===== config.mk =====
export PLATFORM = sky130hd
export DESIGN_NAME = boot_list_tokenizer_flat
export DESIGN_NICKNAME = d
export VERILOG_FILES = /design/src/hdl/blt_pkg.sv /design/src/hdl/blt_if.sv /design/src/hdl/blt_queue.sv /design/src/hdl/blt_front.sv /design/src/hdl/blt_back.sv /design/src/hdl/boot_list_tokenizer.sv /design/src/flat_wrapper.sv
export SDC_FILE = /design/constraint.sdc
export NUM_CORES = 1
export LEC_CHECK = 0
export ABC_AREA = 1
export BUFFER_PORTS_ARGS = -buffer_cell sky130_fd_sc_hd__buf_4
export CORE_ASPECT_RATIO = 1.5
export CORE_UTILIZATION = 61
export DETAILED_ROUTE_END_ITERATION = 8
export GPL_TIMING_DRIVEN = 0
export PLACE_DENSITY = 0.81
export SLEW_MARGIN = 10
export SYNTH_ARGS = -nofsm -noshare
export SYNTH_HDL_FRONTEND = slang
export SYNTH_SLANG_ARGS = --single-unit

===== constraint.sdc =====
create_clock -name i_clk -period 23.2 [get_ports i_clk]
set_clock_uncertainty 0.2 [all_clocks]
set_input_delay 3.48 -clock i_clk [delete_from_list [all_inputs] [get_ports i_clk]]
set_output_delay 3.48 -clock i_clk [all_outputs]
set_load 0.005 [all_outputs]

===== src/hdl/blt_pkg.sv =====
// Shared types and constants of the boot list tokenizer.
package blt_pkg;

    localparam int NAME_BYTES_DEF = 10;
    localparam int NAMES_MAX_DEF  = 64;
    localparam int QUEUE_DEPTH    = 4;

    localparam int LIMIT_W     = 7;
    localparam int LEN_OUT_W   = 4;
    localparam int INDEX_OUT_W = 6;
    localparam int TOTAL_OUT_W = 7;
    localparam int APB_ADDR_W  = 3;
    localparam int APB_DATA_W  = 32;

    localparam logic [LIMIT_W-1:0] LIMIT_RESET = 7'd64;
    localparam logic [APB_ADDR_W-3:0] ADDR_NAME_LIMIT = '0;

    localparam logic [7:0] BYTE_SEP  = 8'h20;
    localparam logic [7:0] CHAR_AT   = 8'h40;
    localparam logic [7:0] CHAR_HASH = 8'h23;
    localparam logic [7:0] CHAR_BANG = 8'h21;

    localparam logic KIND_NAME = 1'b0;
    localparam logic KIND_END  = 1'b1;

    typedef enum logic [1:0] {
        CLS_NAME,
        CLS_DROP,
        CLS_DIRECTIVE,
        CLS_FOLLOWER
    } t_token_class;

    // Which results one queued entry stands for.
    typedef struct packed {
        logic has_name;
        logic has_end;
    } t_result_flags;

endpackage


===== src/hdl/blt_if.sv =====
// Channel interfaces of the boot list tokenizer.
interface blt_in_if;
    logic       valid;
    logic       ready;
    logic [7:0] data_byte;
    logic       last_byte;

    modport source(output valid, output data_byte, output last_byte, input ready);
    modport sink(input valid, input data_byte, input last_byte, output ready);
endinterface

interface blt_out_if;
    logic        valid;
    logic        ready;
    logic        kind;
    logic [63:0] name_low_bytes;
    logic [15:0] name_high_bytes;
    logic [3:0]  name_length;
    logic [5:0]  name_index;
    logic [6:0]  name_total;

    modport source(output valid, output kind, output name_low_bytes,
                   output name_high_bytes, output name_length, output name_index,
                   output name_total, input ready);
    modport sink(input valid, input kind, input name_low_bytes,
                 input name_high_bytes, input name_length, input name_index,
                 input name_total, output ready);
endinterface


===== src/hdl/blt_queue.sv =====
// Small flop-based queue between the front and the back part.
module blt_queue #(
    parameter int WIDTH = 8,
    parameter int DEPTH = 4
) (
    input  logic             i_clk,
    input  logic             i_rst_n,
    input  logic             i_push,
    input  logic [WIDTH-1:0] i_data,
    output logic             o_full,
    input  logic             i_pop,
    output logic             o_empty,
    output logic [WIDTH-1:0] o_data
);
    localparam int PTR_W = (DEPTH > 1) ? $clog2(DEPTH) : 1;
    localparam int CNT_W = $clog2(DEPTH + 1);

    logic [WIDTH-1:0] r_mem [DEPTH];
    logic [PTR_W-1:0] r_wr_ptr, n_wr_ptr;
    logic [PTR_W-1:0] r_rd_ptr, n_rd_ptr;
    logic [CNT_W-1:0] r_count, n_count;
    logic             w_push;
    logic             w_pop;

    assign o_full  = (r_count == CNT_W'(DEPTH));
    assign o_empty = (r_count == '0);
    assign o_data  = r_mem[r_rd_ptr];
    assign w_push  = i_push && !o_full;
    assign w_pop   = i_pop && !o_empty;

    always_comb begin
        n_wr_ptr = r_wr_ptr;
        n_rd_ptr = r_rd_ptr;
        n_count  = r_count;
        if (w_push) begin
            n_wr_ptr = (r_wr_ptr == PTR_W'(DEPTH - 1)) ? '0 : r_wr_ptr + 1'b1;
        end
        if (w_pop) begin
            n_rd_ptr = (r_rd_ptr == PTR_W'(DEPTH - 1)) ? '0 : r_rd_ptr + 1'b1;
        end
        if (w_push && !w_pop) begin
            n_count = r_count + 1'b1;
        end else if (w_pop && !w_push) begin
            n_count = r_count - 1'b1;
        end
    end

    always_ff @(posedge i_clk) begin
        if (!i_rst_n) begin
            r_wr_ptr <= '0;
            r_rd_ptr <= '0;
            r_count  <= '0;
        end else begin
            r_wr_ptr <= n_wr_ptr;
            r_rd_ptr <= n_rd_ptr;
            r_count  <= n_count;
        end
    end

    always_ff @(posedge i_clk) begin
        if (w_push) begin
            r_mem[r_wr_ptr] <= i_data;
        end
    end
endmodule


===== src/hdl/blt_front.sv =====
// Front part: tracks tokens byte by byte and queues name and end results.
module blt_front #(
    parameter int NAME_BYTES = blt_pkg::NAME_BYTES_DEF,
    parameter int NAMES_MAX  = blt_pkg::NAMES_MAX_DEF,
    localparam int SEEN_W    = $clog2(NAME_BYTES + 1),
    localparam int CNT_W     = $clog2(NAMES_MAX + 1)
) (
    input  logic                          i_clk,
    input  logic                          i_rst_n,
    input  logic                          i_valid,
    output logic                          o_ready,
    input  logic [7:0]                    i_data_byte,
    input  logic                          i_last_byte,
    input  logic [blt_pkg::LIMIT_W-1:0]   i_name_limit,
    input  logic                          i_queue_full,
    output logic                          o_push,
    output blt_pkg::t_result_flags        o_flags,
    output logic [NAME_BYTES*8-1:0]       o_name_buf,
    output logic [SEEN_W-1:0]             o_name_len,
    output logic [CNT_W-1:0]              o_count
);
    import blt_pkg::*;

    localparam int CMP_W = (LIMIT_W > CNT_W) ? LIMIT_W : CNT_W;

    logic                     r_inside, n_inside;
    logic [SEEN_W-1:0]        r_seen, n_seen;
    logic [NAME_BYTES*8-1:0]  r_buf, n_buf;
    t_token_class             r_class, n_class;
    logic                     r_skip, n_skip;
    logic [CNT_W-1:0]         r_count, n_count;

    logic                     w_accept;
    logic                     w_is_tok;
    logic                     w_finish;
    logic                     w_emit;
    logic [SEEN_W-1:0]        w_base;
    logic [SEEN_W-1:0]        w_len;
    logic [CMP_W-1:0]         w_limit;

    assign o_ready  = !i_queue_full;
    assign w_accept = i_valid && o_ready;
    assign w_is_tok = (i_data_byte >= BYTE_SEP);
    assign w_limit  = (CMP_W'(i_name_limit) > CMP_W'(NAMES_MAX)) ?
                      CMP_W'(NAMES_MAX) : CMP_W'(i_name_limit);

    always_comb begin
        n_inside = r_inside;
        n_seen   = r_seen;
        n_buf    = r_buf;
        n_class  = r_class;
        n_skip   = r_skip;
        n_count  = r_count;
        w_finish = 1'b0;
        w_emit   = 1'b0;
        w_base   = r_inside ? r_seen : '0;
        w_len    = r_seen;

        if (w_is_tok) begin
            if (!r_inside) begin
                n_inside = 1'b1;
                n_seen   = '0;
                if (r_skip) begin
                    n_class = CLS_FOLLOWER;
                    n_skip  = 1'b0;
                end else if (i_data_byte == CHAR_AT || i_data_byte == CHAR_HASH) begin
                    n_class = CLS_DROP;
                end else if (i_data_byte == CHAR_BANG) begin
                    n_class = CLS_DIRECTIVE;
                end else begin
                    n_class = CLS_NAME;
                end
            end
            // Bytes past the name width are not stored or counted.
            if (w_base < SEEN_W'(NAME_BYTES)) begin
                n_seen = w_base + 1'b1;
                for (int k = 0; k < NAME_BYTES; k++) begin
                    if (w_base == SEEN_W'(k)) begin
                        n_buf[8*k +: 8] = i_data_byte;
                    end
                end
            end else begin
                n_seen = w_base;
            end
            w_finish = i_last_byte;
        end else begin
            w_finish = r_inside;
        end

        w_len = n_seen;

        if (w_finish) begin
            n_inside = 1'b0;
            if (n_class == CLS_DIRECTIVE) begin
                n_skip = 1'b1;
            end else if (n_class == CLS_NAME && CMP_W'(r_count) < w_limit) begin
                w_emit  = 1'b1;
                n_count = r_count + 1'b1;
            end
        end

        // The list ends here: token state and name count start over.
        if (i_last_byte) begin
            n_inside = 1'b0;
            n_seen   = '0;
            n_class  = CLS_NAME;
            n_skip   = 1'b0;
            n_count  = '0;
        end
    end

    assign o_push           = w_accept && (w_emit || i_last_byte);
    assign o_flags.has_name = w_emit;
    assign o_flags.has_end  = i_last_byte;
    assign o_name_buf       = n_buf;
    assign o_name_len       = w_len;
    assign o_count          = r_count;

    always_ff @(posedge i_clk) begin
        if (!i_rst_n) begin
            r_inside <= 1'b0;
            r_seen   <= '0;
            r_class  <= CLS_NAME;
            r_skip   <= 1'b0;
            r_count  <= '0;
        end else if (w_accept) begin
            r_inside <= n_inside;
            r_seen   <= n_seen;
            r_class  <= n_class;
            r_skip   <= n_skip;
            r_count  <= n_count;
        end
    end

    always_ff @(posedge i_clk) begin
        if (w_accept) begin
            r_buf <= n_buf;
        end
    end
endmodule


===== src/hdl/blt_back.sv =====
// Back part: expands queued entries into result transactions and holds them.
module blt_back #(
    parameter int NAME_BYTES = blt_pkg::NAME_BYTES_DEF,
    parameter int NAMES_MAX  = blt_pkg::NAMES_MAX_DEF,
    localparam int SEEN_W    = $clog2(NAME_BYTES + 1),
    localparam int CNT_W     = $clog2(NAMES_MAX + 1)
) (
    input  logic                              i_clk,
    input  logic                              i_rst_n,
    input  logic                              i_empty,
    output logic                              o_pop,
    input  blt_pkg::t_result_flags            i_flags,
    input  logic [NAME_BYTES*8-1:0]           i_name_buf,
    input  logic [SEEN_W-1:0]                 i_name_len,
    input  logic [CNT_W-1:0]                  i_count,
    output logic                              o_valid,
    input  logic                              i_ready,
    output logic                              o_kind,
    output logic [63:0]                       o_name_low_bytes,
    output logic [15:0]                       o_name_high_bytes,
    output logic [blt_pkg::LEN_OUT_W-1:0]     o_name_length,
    output logic [blt_pkg::INDEX_OUT_W-1:0]   o_name_index,
    output logic [blt_pkg::TOTAL_OUT_W-1:0]   o_name_total
);
    import blt_pkg::*;

    localparam int PAD_BYTES = 16;

    logic                     r_valid, n_valid;
    logic                     r_name_done, n_name_done;
    logic                     r_kind, n_kind;
    logic [63:0]              r_low, n_low;
    logic [15:0]              r_high, n_high;
    logic [LEN_OUT_W-1:0]     r_len, n_len;
    logic [INDEX_OUT_W-1:0]   r_index, n_index;
    logic [TOTAL_OUT_W-1:0]   r_total, n_total;

    logic                     w_load;
    logic [PAD_BYTES*8-1:0]   w_pad;
    logic [63:0]              w_low;
    logic [15:0]              w_high;

    assign w_load = !r_valid || i_ready;

    // Only the bytes that belong to the token are shown; the rest read as zero.
    always_comb begin
        w_pad = '0;
        w_pad[NAME_BYTES*8-1:0] = i_name_buf;
        w_low  = '0;
        w_high = '0;
        for (int k = 0; k < 8; k++) begin
            if (k < int'(i_name_len)) begin
                w_low[8*k +: 8] = w_pad[8*k +: 8];
            end
        end
        for (int k = 0; k < 2; k++) begin
            if (k + 8 < int'(i_name_len)) begin
                w_high[8*k +: 8] = w_pad[8*(k+8) +: 8];
            end
        end
    end

    always_comb begin
        n_valid     = r_valid;
        n_name_done = r_name_done;
        n_kind      = r_kind;
        n_low       = r_low;
        n_high      = r_high;
        n_len       = r_len;
        n_index     = r_index;
        n_total     = r_total;
        o_pop       = 1'b0;

        if (w_load) begin
            n_valid = 1'b0;
            if (!i_empty) begin
                n_valid = 1'b1;
                if (i_flags.has_name && !r_name_done) begin
                    n_kind      = KIND_NAME;
                    n_low       = w_low;
                    n_high      = w_high;
                    n_len       = LEN_OUT_W'(i_name_len);
                    n_index     = INDEX_OUT_W'(i_count);
                    n_total     = '0;
                    // An entry with an end result stays for a second transaction.
                    n_name_done = i_flags.has_end;
                    o_pop       = !i_flags.has_end;
                end else begin
                    n_kind      = KIND_END;
                    n_low       = '0;
                    n_high      = '0;
                    n_len       = '0;
                    n_index     = '0;
                    n_total     = TOTAL_OUT_W'(i_count + CNT_W'(i_flags.has_name));
                    n_name_done = 1'b0;
                    o_pop       = 1'b1;
                end
            end
        end
    end

    always_ff @(posedge i_clk) begin
        if (!i_rst_n) begin
            r_valid     <= 1'b0;
            r_name_done <= 1'b0;
        end else begin
            r_valid     <= n_valid;
            r_name_done <= n_name_done;
        end
    end

    always_ff @(posedge i_clk) begin
        r_kind  <= n_kind;
        r_low   <= n_low;
        r_high  <= n_high;
        r_len   <= n_len;
        r_index <= n_index;
        r_total <= n_total;
    end

    assign o_valid           = r_valid;
    assign o_kind            = r_kind;
    assign o_name_low_bytes  = r_low;
    assign o_name_high_bytes = r_high;
    assign o_name_length     = r_len;
    assign o_name_index      = r_index;
    assign o_name_total      = r_total;
endmodule


===== src/hdl/boot_list_tokenizer.sv =====
// Top level of the boot list tokenizer: front, queue, back and the register port.
//
//   channel   dir   handshake            payload
//   i_in      in    valid/ready          data_byte, last_byte
//   o_out     out   valid/ready          kind, name_low/high_bytes, name_length,
//                                        name_index, name_total
//   APB       in    psel/penable/pready  name_limit at byte address 0
//
// One byte is taken per cycle while the queue is not full; a result passes through
// the queue and then the output register. A last byte that closes a name gives two
// transactions, which the back part sends one after the other from one queue entry.
// The four-entry queue lets input continue while the output is stalled; the
// input stalls only when the queue is full. Reset is synchronous and clears
// all token state, the queue and the output valid; name_limit returns to 64.
module boot_list_tokenizer #(
    parameter int NAME_BYTES = blt_pkg::NAME_BYTES_DEF,
    parameter int NAMES_MAX  = blt_pkg::NAMES_MAX_DEF
) (
    input  logic                              i_clk,
    input  logic                              i_rst_n,
    blt_in_if.sink                            i_in,
    blt_out_if.source                         o_out,
    input  logic                              i_psel,
    input  logic                              i_penable,
    input  logic                              i_pwrite,
    input  logic [blt_pkg::APB_ADDR_W-1:0]    i_paddr,
    input  logic [blt_pkg::APB_DATA_W-1:0]    i_pwdata,
    output logic [blt_pkg::APB_DATA_W-1:0]    o_prdata,
    output logic                              o_pready
);
    import blt_pkg::*;

    localparam int SEEN_W  = $clog2(NAME_BYTES + 1);
    localparam int CNT_W   = $clog2(NAMES_MAX + 1);
    localparam int ENTRY_W = 2 + NAME_BYTES*8 + SEEN_W + CNT_W;

    logic [LIMIT_W-1:0]       r_name_limit;
    logic                     w_reg_hit;

    logic                     w_push;
    t_result_flags            w_push_flags;
    logic [NAME_BYTES*8-1:0]  w_push_buf;
    logic [SEEN_W-1:0]        w_push_len;
    logic [CNT_W-1:0]         w_push_count;
    logic                     w_full;

    logic                     w_pop;
    logic                     w_empty;
    logic [ENTRY_W-1:0]       w_head;
    t_result_flags            w_head_flags;
    logic [NAME_BYTES*8-1:0]  w_head_buf;
    logic [SEEN_W-1:0]        w_head_len;
    logic [CNT_W-1:0]         w_head_count;

    // Register port: word address in the upper address bits.
    assign o_pready  = 1'b1;
    assign w_reg_hit = (i_paddr[APB_ADDR_W-1:2] == ADDR_NAME_LIMIT);
    assign o_prdata  = w_reg_hit ? APB_DATA_W'(r_name_limit) : '0;

    always_ff @(posedge i_clk) begin
        if (!i_rst_n) begin
            r_name_limit <= LIMIT_RESET;
        end else if (i_psel && i_penable && i_pwrite && o_pready && w_reg_hit) begin
            r_name_limit <= i_pwdata[LIMIT_W-1:0];
        end
    end

    blt_front #(
        .NAME_BYTES(NAME_BYTES),
        .NAMES_MAX (NAMES_MAX)
    ) u_front (
        .i_clk       (i_clk),
        .i_rst_n     (i_rst_n),
        .i_valid     (i_in.valid),
        .o_ready     (i_in.ready),
        .i_data_byte (i_in.data_byte),
        .i_last_byte (i_in.last_byte),
        .i_name_limit(r_name_limit),
        .i_queue_full(w_full),
        .o_push      (w_push),
        .o_flags     (w_push_flags),
        .o_name_buf  (w_push_buf),
        .o_name_len  (w_push_len),
        .o_count     (w_push_count)
    );

    blt_queue #(
        .WIDTH(ENTRY_W),
        .DEPTH(QUEUE_DEPTH)
    ) u_queue (
        .i_clk  (i_clk),
        .i_rst_n(i_rst_n),
        .i_push (w_push),
        .i_data ({w_push_flags, w_push_buf, w_push_len, w_push_count}),
        .o_full (w_full),
        .i_pop  (w_pop),
        .o_empty(w_empty),
        .o_data (w_head)
    );

    assign {w_head_flags, w_head_buf, w_head_len, w_head_count} = w_head;

    blt_back #(
        .NAME_BYTES(NAME_BYTES),
        .NAMES_MAX (NAMES_MAX)
    ) u_back (
        .i_clk            (i_clk),
        .i_rst_n          (i_rst_n),
        .i_empty          (w_empty),
        .o_pop            (w_pop),
        .i_flags          (w_head_flags),
        .i_name_buf       (w_head_buf),
        .i_name_len       (w_head_len),
        .i_count          (w_head_count),
        .o_valid          (o_out.valid),
        .i_ready          (o_out.ready),
        .o_kind           (o_out.kind),
        .o_name_low_bytes (o_out.name_low_bytes),
        .o_name_high_bytes(o_out.name_high_bytes),
        .o_name_length    (o_out.name_length),
        .o_name_index     (o_out.name_index),
        .o_name_total     (o_out.name_total)
    );
endmodule


===== src/flat_wrapper.sv =====
// flat-port wrapper written by rule: the top's interface ports become plain ports
module boot_list_tokenizer_flat import blt_pkg::*;
#(
    parameter int NAME_BYTES = blt_pkg::NAME_BYTES_DEF,
    parameter int NAMES_MAX  = blt_pkg::NAMES_MAX_DEF
)
  (i_clk, i_rst_n, i_psel, i_penable, i_pwrite, i_paddr, i_pwdata, o_prdata, o_pready, i_in_valid, i_in_data_byte, i_in_last_byte, i_in_ready, o_out_valid, o_out_kind, o_out_name_low_bytes, o_out_name_high_bytes, o_out_name_length, o_out_name_index, o_out_name_total, o_out_ready);
  blt_in_if i_in_i ();
  blt_out_if o_out_i ();
  input  logic i_clk;
  input  logic i_rst_n;
  input  logic i_psel;
  input  logic i_penable;
  input  logic i_pwrite;
  input  logic [blt_pkg::APB_ADDR_W-1:0] i_paddr;
  input  logic [blt_pkg::APB_DATA_W-1:0] i_pwdata;
  output logic [blt_pkg::APB_DATA_W-1:0] o_prdata;
  output logic o_pready;
  input wire logic [$bits(i_in_i.valid)-1:0] i_in_valid;
  input wire logic [$bits(i_in_i.data_byte)-1:0] i_in_data_byte;
  input wire logic [$bits(i_in_i.last_byte)-1:0] i_in_last_byte;
  output wire logic [$bits(i_in_i.ready)-1:0] i_in_ready;
  output wire logic [$bits(o_out_i.valid)-1:0] o_out_valid;
  output wire logic [$bits(o_out_i.kind)-1:0] o_out_kind;
  output wire logic [$bits(o_out_i.name_low_bytes)-1:0] o_out_name_low_bytes;
  output wire logic [$bits(o_out_i.name_high_bytes)-1:0] o_out_name_high_bytes;
  output wire logic [$bits(o_out_i.name_length)-1:0] o_out_name_length;
  output wire logic [$bits(o_out_i.name_index)-1:0] o_out_name_index;
  output wire logic [$bits(o_out_i.name_total)-1:0] o_out_name_total;
  input wire logic [$bits(o_out_i.ready)-1:0] o_out_ready;
  assign i_in_i.valid = i_in_valid;
  assign i_in_i.data_byte = i_in_data_byte;
  assign i_in_i.last_byte = i_in_last_byte;
  assign i_in_ready = i_in_i.ready;
  assign o_out_valid = o_out_i.valid;
  assign o_out_kind = o_out_i.kind;
  assign o_out_name_low_bytes = o_out_i.name_low_bytes;
  assign o_out_name_high_bytes = o_out_i.name_high_bytes;
  assign o_out_name_length = o_out_i.name_length;
  assign o_out_name_index = o_out_i.name_index;
  assign o_out_name_total = o_out_i.name_total;
  assign o_out_i.ready = o_out_ready;
  boot_list_tokenizer #(.NAME_BYTES(NAME_BYTES), .NAMES_MAX(NAMES_MAX)) u_core (.i_clk(i_clk), .i_rst_n(i_rst_n), .i_in(i_in_i), .o_out(o_out_i), .i_psel(i_psel), .i_penable(i_penable), .i_pwrite(i_pwrite), .i_paddr(i_paddr), .i_pwdata(i_pwdata), .o_prdata(o_prdata), .o_pready(o_pready));
endmodule

[Yosys cells after proc, flatten, opt, wreduce, memory -nomap -nowiden]
Memory sizes are Yosys's and may differ from the RTL's. A register that Yosys moved wholly into a read port is not among the register bits.
Cells that the tools add are included.
Storage, ports and cells
  register bits after elaboration: 209
  memory bits (writable): 372
  input port bits: 51
  output and inout bits: 133
  word-level logic and storage cells: 162
  memories: 1
Memories
  u_core.u_queue.r_mem: words 4, bits a word 93, rd ports 1, clocked after memory_dff 1, wr ports 1, RTL line blt_queue.sv:18  | logic [WIDTH-1:0] r_mem [DEPTH];
Operators by class
  $add $sub $neg: 7
  $lt $le $gt $ge: 14
  equality and inequality tests: 17
  multiplexer cells: 54
  bitwise operators: 2
  reduce and logical (&&, ||, !) cells: 41
Operators by type and width (count)
  two-way mux 80 bit: 2
  two-way mux 8 bit: 10
  two-way mux 7 bit: 6
  AND reduction 2 bit: 12
  two-way mux 1 bit: 20
  two-way mux 2 bit: 10
  == test 4 x 3 -> 1 bit, second input constant: 4
  == test 8 x 6 -> 1 bit, second input constant: 2
  less-than comparator 3 x 4 -> 1 bit, first input constant: 4
  two-way mux 4 bit: 4
  logical AND 1 bit: 11
  == test 4 x 2 -> 1 bit, second input constant: 2
  == test 4 bit, second input constant: 2
  == test 8 x 7 -> 1 bit, second input constant: 1
  >= comparator 8 x 6 -> 1 bit, second input constant: 1
  less-than comparator 1 x 4 -> 1 bit, first input constant: 2
  less-than comparator 2 x 4 -> 1 bit, first input constant: 2
  less-than comparator 4 bit, first input constant: 2
  adder 7 x 1 -> 7 bit: 1
  adder 7 x 1 -> 7 bit, second input constant: 1
  greater-than comparator 7 bit, second input constant: 1
  logical NOT 1 bit: 7
  less-than comparator 7 bit: 1
  == test 2 bit, second input constant: 3
  17 further kinds: 24

[Logic depth before layout (Yosys ltp)]
Gate-level depths: netlist (run 1).
  depth in word-level cells: 18
  gate-level depth with buffers: 21
  mapped depth without buffers: 21

[By module]
A second synthesis (run 1) with hierarchy kept.
Unflattened totals
  cells, all modules: 1890
  area total of the unflattened synthesis: 23441.2 um^2
Modules (own cells, without submodules)
  blt_queue: instances 1, cells an instance 971, area each 14244.9 um^2, seq. area each 11350.9 um^2
  blt_front: instances 1, cells an instance 492, area each 4571.9 um^2, seq. area each 2702.6 um^2
  blt_back: instances 1, cells an instance 337, area each 4023.9 um^2, seq. area each 2982.9 um^2
  boot_list_tokenizer: instances 1, cells an instance 90, area each 600.6 um^2, seq. area each 140.1 um^2

[Least setup slack after synthesis (run 1)]
OpenSTA, ideal clock, no wires.
  path type: input port to flip-flop
  from: input port o_out_ready
  to: register u_core.u_queue.r_count[1]
  library setup time: 0.116 ns
  data arrival time: 9.899 ns
  slack: 12.985 ns
  cell stages on the path: 8
  path through: nor2_1 -> a21oi_1 -> nand2_1 -> ha_1 -> inv_1 -> fa_1 -> o21ai_0 -> nor2_1
Between the ends
  longest elaborated chain between the ends: 6
  elaborated cells between the ends (all ways): 8
Ends and longest elaborated chain
  from (decl): RTL line flat_wrapper.sv:30  | input wire logic [$bits(o_out_i.ready)-1:0] o_out_ready;
  logical OR 1 bit: RTL line blt_back.sv:43  | assign w_load = !r_valid || i_ready;
  two-way mux 1 bit: RTL line blt_back.sv:74  | if (w_load) begin
  logical AND 1 bit: RTL line blt_queue.sv:29  | assign w_pop = i_pop && !o_empty;
  logical NOT 1 bit: RTL line blt_queue.sv:41  | if (w_push && !w_pop) begin
  logical AND 1 bit: RTL line blt_queue.sv:41
  two-way mux 3 bit: RTL line blt_queue.sv:41
  named net u_core.u_queue.n_count[1]: RTL line blt_queue.sv:21  | logic [CNT_W-1:0] r_count, n_count;
  to (signal assigned): RTL line blt_queue.sv:56  | r_count <= n_count;
  to (decl): RTL line blt_queue.sv:21
The timed path passes the listed nets, and every way through them passes these cells.
A chain may end at the register's enable or synchronous reset.

[Final worst setup path (run 1)]
  from: input port i_paddr[2] in the netlist's numbering
  to: output port o_prdata[5] in the netlist's numbering
Between the ends
  longest elaborated chain between the ends: 1
Ends and longest elaborated chain
  from (decl): RTL line flat_wrapper.sv:15  | input logic [blt_pkg::APB_ADDR_W-1:0] i_paddr;
  two-way mux 7 bit: RTL line boot_list_tokenizer.sv:58  | assign o_prdata = w_reg_hit ? APB_DATA_W'(r_name_limit) : '0;
  to (decl): RTL line flat_wrapper.sv:17  | output logic [blt_pkg::APB_DATA_W-1:0] o_prdata;
Every way passes these cells.

==> reports/qor.csv, run 1 <==
stage;metric;value;unit
global_route;global-route wire length before repair;81640;um
cts;total CTS buffers;48;
worst_setup_path;crit path DAT;4.00;ns
worst_setup_path;CP Class;in -> out;
yosys;largest family of logic cells by synthesized area;simple AND/OR/NAND/NOR gates;
yosys;Adder-Cell Fraction of Synth Area;1.117;%
global_route;initial antenna violation count;1;
route;routed len/inst;20.90;um
floorplanning;Die X;160.8;um
yosys;Synth Area in Simple Gates;11.06;%
worst_setup_path;Crit-path slowest cell;clkbuf_1;
route;drc violations;1;
yosys;post-synthesis mux area share;0;%
global_route;largest net degree at the start of global routing;43;
global_route;met2 global-route usage;50.36;%
global_route;met1 GRT Util;32.92;%
sta;relative slew slack;25.82;%
floorplanning;FP Rows;86;
worst_setup_path;worst reg2reg path startpoint;u_core.r_name_limit[2];
run_status;outcome;finished with violations;
power_and_ir_drop;power per cell area;118.5;nW/um2
worst_setup_path;crit start category;input port;
yosys;xor/xnor cell area share of the yosys netlist;0.1139;%
worst_setup_path;Critical Path Start;i_paddr[2];
cts;postcts setup bufs;0;
sta;Slew Limit Fails;0;
final_layout;fin nets;2126;
sta;worst hold slack;0.2690;ns
final_layout;Fillers;2300;
yosys;Post-synth EDFFs;550;
hold_path;Hold Path Class;reg -> reg;
global_route;vias in the first global route;14840;
sta;sum of negative setup slack;0;ns
floorplanning;# IOs;184;
global_route;GRT Total Usage;28.12;%
yosys;FFs w/ async S/R, synth;0;%
cts;CTS tree;built;
global_route;total gr overflow;0;
worst_setup_path;CP endpoint;o_prdata[5];
worst_setup_path;RR Endpoint;u_core.u_queue.r_mem[3][55];
yosys;synth unique cells;43;
placed_design;hpwl dp;34180;um
worst_setup_path;CP max stage delay;0.28;ns
yosys;FF+latch count, synth;583;
cts;Post-CTS Resized;0;
floorplanning;die area;38610;um2
floorplanning;standard cell core area;37020;um2
floorplanning;die height;240.2;um
power_and_ir_drop;Pleak;9.609;nW
cts;Clock Sinks;583;
route;vias per cell;5.920;
yosys;Compound-Gate Fraction of Synth Area;9.411;%
cts;htree depth;2;
worst_setup_path;critical path data required time;19.52;ns
sta;RSZ-0062 raised after global routing;no;
global_route;GRT met3 Usage;4.226;%
run_status;failing checks;DRC;
final_layout;Inserted Diodes;0;
sta;Slew @ Worst Pin;1.113;ns
route;final wirelength;53850;um
run;max-cap viol count;0;
final_layout;Layout area overhead;16.10;%
yosys;Yosys Warn Count;0;
sta;final worst path period need;7.684;ns
power_and_ir_drop;Worst VDD drop;0.08309;mV
cts;hold_buf cts;0;
placed_design;area post-placement;25280;um2
yosys;Most used DFF post-synth;edfxtp_1;
route;Routed Antenna Nets;0;
floorplanning;initial core utilization;62.32;%
placed_design;routability cong.;0.8218;
worst_setup_path;element type at the critical path end;primary output;
cts;Clock transition at path regs;0.07;ns
cts;worst skew pair latency;0.57;ns
cts;clk root buf;clkbuf_16;
global_route;Most Crowded Layer GR;met2;
worst_setup_path;R2R setup slack;19.05;ns
yosys;sequential area share after synthesis;74.46;%
worst_setup_path;cell count of the worst reg-to-reg path;16;
route;drt pass-1 iters;8;
cts;Longest Clk Path Bufs;3;
sta;final hold vios;0;
sta;setup violators final;0;
worst_setup_path;Cell Chain, Critical Path;clkbuf_1 > nor2_1 > buf_4;
route;drt initial violations;1727;
yosys;syn_area_per_cell;12.59;um2
sta;period utilization;33.12;%
route;via count;15260;
yosys;Synth Cell Area;23070;um2
placed_design;Port Buffers;128;
sta;fmax;130.1;MHz
worst_setup_path;crit path max fanout;8;
yosys;Synth Instances;1832;
final_layout;fraction of layout cells with a size suffix above 1;16.05;%
final_layout;post-route cell area;26780;um2
-- kinds of logic after synthesis --
logic type	count (synthesis)
simple gates	634
flops	583
compound gates	412
buf+inv	178
fa+ha+maj	20
xor+xnor	3
other cells	2
-- cell usage after synthesis (2+ instances only) --
cell type | count | area share, %
nand3_2 | 5 | 0.22
a21oi_2 | 5 | 0.19
nor2_2 | 5 | 0.14
ha_1 | 19 | 1.0
buf_6 | 4 | 0.20
inv_2 | 3 | 0.049
o21ai_4 | 2 | 0.14
o21ai_0 | 263 | 5.7
edfxtp_1 | 550 | 72
buf_4 | 27 | 0.88
nand2_2 | 8 | 0.22
dfxtp_1 | 33 | 2.9
nor3b_1 | 2 | 0.065
buf_2 | 38 | 0.82
a21oi_4 | 2 | 0.14
clkbuf_1 | 43 | 0.70
o22ai_1 | 3 | 0.081
nand2_1 | 179 | 2.9
o21ai_1 | 3 | 0.065
conb_1 | 2 | 0.033
nor2_1 | 395 | 6.4
a32o_1 | 2 | 0.087
buf_8 | 2 | 0.13
nand4_1 | 3 | 0.081
inv_1 | 59 | 0.96
xor2_1 | 2 | 0.076
nor2_8 | 2 | 0.17
nand3_1 | 29 | 0.63
a21oi_1 | 126 | 2.7
nand3b_1 | 3 | 0.098
-- worst min-delay path by stage --
stage / end / depth (start not counted) / slack [ns] / startpoint
floorplan: u_core.u_front.r_class[0] / 2 / 0.25 / u_core.u_front.r_class[0]
global placement: u_core.u_front.r_class[1] / 2 / 0.25 / u_core.u_front.r_class[1]
detailed placement: u_core.u_front.r_class[0] / 2 / 0.26 / u_core.u_front.r_class[0]
CTS: u_core.u_front.r_class[0] / 2 / 0.27 / u_core.u_front.r_class[0]
global route: u_core.u_front.r_class[0] / 2 / 0.29 / u_core.u_front.r_class[0]
finish: u_core.u_front.r_class[0] / 2 / 0.27 / u_core.u_front.r_class[0]
-- through the flow --
step                      utilization (%)  cells  setup WS [ns]  power (mW)
after floorplan                         -   1856          12.98       1.979
after global placement              66.79   2468          10.29       2.364
after detailed placement            68.29   2489          15.54       2.398
after CTS                           72.35   2577          15.53       3.173
after global routing                72.35   2577          15.47       3.297
final                               72.35   2577          15.52       3.173
-- report_power, final --
part	internal, mW	switching, mW
registers	1.39	0.0488
logic	0.311	0.640
clock network	0.425	0.355
-- metal layers --
layer	up-vias	wire length, um
met2	928	28240
met5	-	13
met1	7278	18580
met4	2	2295
li1	6879	-
met3	168	4728
-- cells in the final DEF (no fill, tap or decap), types with 3 or more instances in the layout --
cell type  instances
edfxtp_1         550
nor2_1           391
o21ai_0          263
nand2_1          179
buf_4            155
a21oi_1          125
inv_1             58
clkbuf_1          51
clkbuf_16         49
buf_2             38
dfxtp_1           33
nand3_1           29
conb_1            26
ha_1              19
clkinv_2          12
buf_16            12
clkinv_1           9
buf_12             9
nand2_2            8
nand3_2            5
a21oi_2            5
nor2_4             5
nor2_2             5
clkbuf_8           5
buf_6              4
nand3b_1           3
nand4_1            3
inv_2              3
o21ai_1            3
a21oi_4            3
o22ai_1            3
-- final cells by class --
cell class                      count  area [um2]  share of cell area (%)
Buffer                            114       629.4                   2.350
Clock buffer                       62        1325                   4.948
Clock inverter                     26       177.7                  0.6634
Inverter                           64       250.2                  0.9344
Multi-Input combinational cell   1095        5145                   19.21
Sequential cell                   583       17180                   64.14
Tap cell                          484       605.6                   2.261
Timing Repair Buffer              149        1471                   5.494
-- state kept, by name, summed over array words and instances, names as in the netlist, 2 cells and up, named ones only --
signal	flops
u_core.r_name_limit	7
u_core.u_back.o_name_high_bytes	16
u_core.u_back.o_name_index	6
u_core.u_back.o_name_length	4
u_core.u_back.o_name_low_bytes	64
u_core.u_back.o_name_total	7
u_core.u_front.o_count	7
u_core.u_front.r_buf	80
u_core.u_front.r_class	2
u_core.u_front.r_seen	4
u_core.u_queue.r_count	3
u_core.u_queue.r_mem	372
u_core.u_queue.r_rd_ptr	2
u_core.u_queue.r_wr_ptr	2
-- critical path, delay by kind of cell --
kind | cells | cell delay, ns
buf+inv | 2 | 0.43
simple gates | 1 | 0.10
(Power assumes the default switching activity.)
==> run 2, diff against run 1 <==
Settings changed: CORE_UTILIZATION 61 to 60, PLACE_DENSITY 0.81 to 0.8.
Clock period 23.2 ns to 7.95 ns, I/O delays scaled along.
==> run 2 against run 1 <==
Effect of this change:
- the run now ends clean
- final cell count increased by 0.16%
- critical path depth rose by 12
- critical path type is now reg -> reg
- global-route usage decreased by 0.29 points
- register-to-register slack lost 15 ns
==> reports/qor.csv, run 2 (synthesis results as in run 1) <==
stage;metric;value;unit
hold_path;worst hold endpoint;u_core.u_front.r_class[0];
final_layout;fraction of layout cells with a size suffix above 1;16.16;%
final_layout;fin nets;2124;
run;max-cap viol count;0;
cts;hold_buf cts;0;
floorplanning;die area;39250;um2
hold_path;hold path depth;2;
sta;period utilization;47.89;%
placed_design;hpwl dp;33670;um
route;vias per cell;5.885;
final_layout;Inserted Diodes;0;
cts;CTS tree;built;
global_route;vias in the first global route;15130;
floorplanning;Die X;162.1;um
worst_setup_path;cell count of the worst reg-to-reg path;15;
worst_setup_path;Crit-path slowest cell;nor2_4;
route;routed len/inst;20.90;um
hold_path;Hold Path Class;reg -> reg;
cts;clk root buf;clkbuf_16;
cts;worst skew pair latency;0.58;ns
worst_setup_path;crit path DAT;3.88;ns
route;drt pass-1 iters;6;
cts;total CTS buffers;49;
worst_setup_path;WP depth;15;
worst_setup_path;cell repeated most along the worst path;nand2_1;
sta;Slew @ Worst Pin;1.173;ns
worst_setup_path;CP Class;reg -> reg;
worst_setup_path;worst reg2reg path startpoint;u_core.r_name_limit[2];
sta;RSZ-0062 raised after global routing;no;
floorplanning;initial core utilization;61.07;%
sta;final hold vios;0;
route;drt initial violations;1766;
floorplanning;die height;242.1;um
sta;setup violators final;0;
power_and_ir_drop;power per cell area;354.9;nW/um2
worst_setup_path;Cell Chain, Critical Path;nor4_1 > nand3_1 > nand2_1 > nand2_1 > ha_1 > a21oi_1 > nand2_1 > a21oi_1 > nand3_2 > nand2_2 > nand2_2 > buf_6 > nor2_4 > buf_16 > buf_16;
route;Routed Antenna Nets;0;
floorplanning;FP Rows;87;
worst_setup_path;crit path max fanout;19;
floorplanning;standard cell core area;37770;um2
floorplanning;# IOs;184;
final_layout;max FFs per register;372;
global_route;GRT Total Usage;27.83;%
final_layout;commonest non-fill, non-tap cell in the layout;edfxtp_1;
cts;Post-CTS Resized;0;
cts;Clock Sinks;583;
placed_design;routability cong.;0.8218;
worst_setup_path;element type at the critical path end;register;
worst_setup_path;Buf/Inv on CP;3;
global_route;initial antenna violation count;1;
route;drc violations;0;
worst_setup_path;RR Endpoint;u_core.u_queue.r_mem[3][76];
sta;Slew Limit Fails;0;
global_route;total gr overflow;0;
worst_setup_path;crit start category;register;
cts;Clock transition at path regs;0.06;ns
final_layout;Biggest register;u_core.u_queue.r_mem;
sta;worst hold slack;0.2691;ns
placed_design;Port Buffers;128;
run_status;outcome;finished, final reports clean;
final_layout;Fillers;2326;
global_route;global-route wire length before repair;82410;um
power_and_ir_drop;Worst VDD drop;0.2950;mV
cts;Longest Clk Path Bufs;3;
global_route;largest net degree at the start of global routing;48;
worst_setup_path;CP top delay family;simple AND/OR/NAND/NOR gates;
worst_setup_path;CP max stage delay;0.59;ns
cts;htree depth;2;
cts;postcts setup bufs;0;
power_and_ir_drop;Total Power;9.547;mW
route;final wirelength;53950;um
hold_path;hold wc startpoint;u_core.u_front.r_class[0];
final_layout;Layout area overhead;16.61;%
final_layout;commonest cells after routing, fill and taps aside;edfxtp_1 (550), nor2_1 (391), o21ai_0 (263), nand2_1 (179), buf_4 (155);
sta;relative slew slack;21.78;%
route;via count;15190;
worst_setup_path;critical path data required time;8.03;ns
power_and_ir_drop;Pleak;9.665;nW
worst_setup_path;R2R setup slack;4.14;ns
sta;final worst path period need;3.807;ns
sta;fmax;262.7;MHz
run 2: cell types whose count changed in the layout (fill, tap and decap cells not counted), sizes merged:
cell,delta
clkinv,-4
inv,+2
buf,-3
bufinv,+8
clkbuf,-4
run 2: worst max path at each step:
stage | from | end | slack [ns]
after floorplan | o_out_ready | u_core.u_queue.r_count[1] | 0.02
after global placement | o_out_ready | u_core.u_queue.r_count[1] | -2.74
after detailed placement | i_in_last_byte | u_core.u_queue.r_mem[3][87] | 3.83
after CTS | u_core.r_name_limit[2] | u_core.u_queue.r_mem[3][76] | 4.12
after global routing | u_core.r_name_limit[2] | u_core.u_queue.r_mem[3][76] | 3.78
final | u_core.r_name_limit[2] | u_core.u_queue.r_mem[3][76] | 4.14
run 2: power by group:
| part | internal [mW] | total (mW) | switching [mW] |
|---|---|---|---|
| logic | 0.898 | 2.76 | 1.86 |
| clock network | 1.51 | 2.58 | 1.07 |
| registers | 4.06 | 4.20 | 0.139 |
run 2: tightest hold or removal path, stage by stage (launching register included):
cell     delay [ns]
dfxtp_1        0.31
nand2_1        0.06
a21oi_1        0.05
run 2: per-layer routing:
layer | wire length [um] | global-route usage, %
met1 | 18580 | 32.93
met2 | 28450 | 49.28
met3 | 4727 | 3.835
met4 | 2189 | 14.12
met5 | 0 | 0
run 2: cell type report:
cell class | count | area (um2) | share of cell area, %
Sequential cell | 583 | 17180 | 63.86
Tap cell | 489 | 611.8 | 2.275
Clock inverter | 32 | 411.6 | 1.530
Clock buffer | 58 | 1323 | 4.917
Inverter | 64 | 250.2 | 0.9303
Buffer | 114 | 629.4 | 2.340
Timing Repair Buffer | 146 | 1351 | 5.024
Multi-Input combinational cell | 1095 | 5145 | 19.13
run 2: metrics by stage:
step	setup TNS [ns]	utilization, %	cells	area (um2)	setup WS, ns
2_1_floorplan	0	-	1856	23160	0.02239
3_3_place_gp	-1003.12	65.47	2473	24730	-2.739
3_5_place_dp	0	66.62	2491	25160	3.828
4_1_cts	0	71.21	2581	26900	4.122
5_1_grt	0	71.21	2581	26900	3.779
6_report	0	71.21	2581	26900	4.143
==> run 3, diff against run 2 <==
Clock period 7.95 ns to 3.8 ns, I/O delays scaled along.
==> run 3 against run 2 <==
Effect of this change:
- first-iteration DRC count increased by 7.2%
- combinational power increased by 110%
- via count decreased by 0.12%
- total power increased by 100%
- die area unchanged
- flip-flop and latch count unchanged
- sequential power increased by 110%
- highest routed layer unchanged
==> reports/qor.csv, run 3 (synthesis results as in run 1) <==
stage;metric;value;unit
run_status;outcome;finished, final reports clean;
final_layout;fraction of layout cells with a size suffix above 1;15.92;%
placed_design;Port Buffers;128;
route;drt pass-1 iters;6;
cts;clk root buf;clkbuf_16;
worst_setup_path;Buf/Inv on CP;2;
floorplanning;standard cell core area;37770;um2
worst_setup_path;CP max stage delay;0.45;ns
worst_setup_path;crit path DAT;3.75;ns
global_route;global-route wire length before repair;80770;um
route;drc violations;0;
floorplanning;Die X;162.1;um
global_route;vias in the first global route;14710;
power_and_ir_drop;Pleak;9.560;nW
final_layout;Layout Utilization;70.69;%
hold_path;Hold Path Class;in -> reg;
placed_design;hpwl dp;33990;um
final_layout;max FFs per register;372;
route;Routed Antenna Nets;0;
sta;RSZ-0062 raised after global routing;no;
sta;period utilization;92.30;%
floorplanning;initial core utilization;61.07;%
placed_design;routability cong.;0.8191;
cts;CTS tree;built;
sta;relative slew slack;16.17;%
route;vias per cell;5.875;
final_layout;commonest cells after routing, fill and taps aside;edfxtp_1 (550), nor2_1 (391), o21ai_0 (263), nand2_1 (178), buf_4 (160);
global_route;largest net degree at the start of global routing;48;
worst_setup_path;Crit-path slowest cell;fa_1;
cts;Clock transition at path regs;0.07;ns
floorplanning;die height;242.1;um
worst_setup_path;element type at the critical path end;register;
floorplanning;die area;39250;um2
route;drt initial violations;1894;
worst_setup_path;Cell Chain, Critical Path;nor4_2 > nand3_1 > nand2_2 > nand2_1 > ha_1 > a21oi_1 > nand2_1 > a21oi_2 > nand3_2 > nand2_4 > nand2_4 > inv_2 > ha_1 > inv_1 > fa_1 > a21oi_1 > o21ai_0 > o21ai_0 > a21oi_1;
worst_setup_path;cell repeated most along the worst path;a21oi_1;
power_and_ir_drop;Worst VDD drop;0.5753;mV
final_layout;fin nets;2131;
sta;fmax;285.1;MHz
worst_setup_path;worst reg2reg path startpoint;u_core.r_name_limit[5];
route;routed len/inst;20.73;um
worst_setup_path;CP Class;reg -> reg;
sta;final hold vios;0;
worst_setup_path;Critical Path Start;u_core.r_name_limit[5];
final_layout;commonest non-fill, non-tap cell in the layout;edfxtp_1;
sta;setup violators final;0;
global_route;total gr overflow;0;
cts;worst skew pair latency;0.56;ns
cts;Clock Sinks;583;
power_and_ir_drop;Total Power;19.16;mW
worst_setup_path;CP top delay family;simple AND/OR/NAND/NOR gates;
worst_setup_path;crit start category;register;
hold_path;hold wc startpoint;i_in_last_byte;
global_route;GRT Total Usage;27.39;%
cts;htree depth;2;
cts;total CTS buffers;48;
final_layout;Layout area overhead;15.76;%
final_layout;Biggest register;u_core.u_queue.r_mem;
floorplanning;# IOs;184;
run;max-cap viol count;0;
power_and_ir_drop;power per cell area;717.7;nW/um2
sta;Slew Limit Fails;0;
floorplanning;FP Rows;87;
worst_setup_path;crit path max fanout;5;
route;via count;15170;
route;final wirelength;53520;um
cts;hold_buf cts;0;
global_route;initial antenna violation count;1;
sta;final worst path period need;3.507;ns
cts;Longest Clk Path Bufs;3;
worst_setup_path;critical path data required time;4.04;ns
sta;Slew @ Worst Pin;1.257;ns
## run 3: cell count changes in the layout (fill, tap and decap cells not counted), moves of 2 or more
cell	previous run	this run
bufinv_16	10	1
clkbuf_16	51	49
nand2_4	0	2
buf_4	155	160
clkinv_2	9	5
buf_16	4	6
clkbuf_1	48	56
inv_6	3	1
## run 3: worst reg2reg max path, cell delays in order (launching register included)
cell	delay, ns
dfxtp_1	0.34
nor4_2	0.27
nand3_1	0.12
nand2_2	0.12
nand2_1	0.07
ha_1	0.31
a21oi_1	0.13
nand2_1	0.09
a21oi_2	0.18
nand3_2	0.12
nand2_4	0.11
nand2_4	0.07
inv_2	0.11
ha_1	0.15
inv_1	0.07
fa_1	0.45
a21oi_1	0.16
o21ai_0	0.12
o21ai_0	0.16
a21oi_1	0.06
## run 3: path summary, 6_finish.rpt
check	endpoint	slack (ns)	depth (start not counted)
setup / recovery	u_core.u_queue.r_count[2]	0.29	19
hold / removal	u_core.u_queue.r_mem[2][91]	0.02	1
setup reg to reg	u_core.u_queue.r_count[2]	0.29	19
hold reg to reg	u_core.u_front.r_class[0]	0.27	2
## run 3: area by class of cell
class	count	area (um2)
Inverter	64	250.2
Sequential cell	583	17180
Clock buffer	64	1303
Fill cell	2331	11070
Antenna cell	1	2.502
Clock inverter	18	107.6
Timing Repair Buffer	153	1444
Tap cell	489	611.8
Multi-Input combinational cell	1096	5174
Buffer	114	633.1
## run 3: per-layer routing
metal	track usage, %	wire length [um]	vias to the layer above
met5	0	0	-
met1	33.96	19150	7204
met3	3.544	4625	170
met4	12.46	2184	0
met2	47.72	27560	916
li1	-	-	6880
## run 3: through the flow
step	setup TNS [ns]	area [um2]	instances	hold slack (ns)	setup WS [ns]
detailed placement	-3.139	25240	2493	0.2590	-0.09765
floorplan	-22.47	23220	1856	0.2453	-0.07521
global route	0	26700	2581	0.01406	0.01943
finish	0	26700	2582	0.02438	0.2928
CTS	0	26660	2577	0.01161	0.09483
global placement	-540.86	24790	2473	0.2530	-1.392
## run 3: report_power, final
part	switching, mW	internal [mW]	total, mW
Combinational	3.90	1.90	5.80
Clock	2.10	2.46	4.57
Sequential	0.295	8.50	8.80
Total	6.30	12.9	19.2
## run 3: timing repair
item / CTS / global route
gates resized for setup: 0 / 2
setup endpoints to repair: 40 / 82
pin swaps: 2 / 3
setup buffers: 1 / 4
gates cloned: 1 / 0
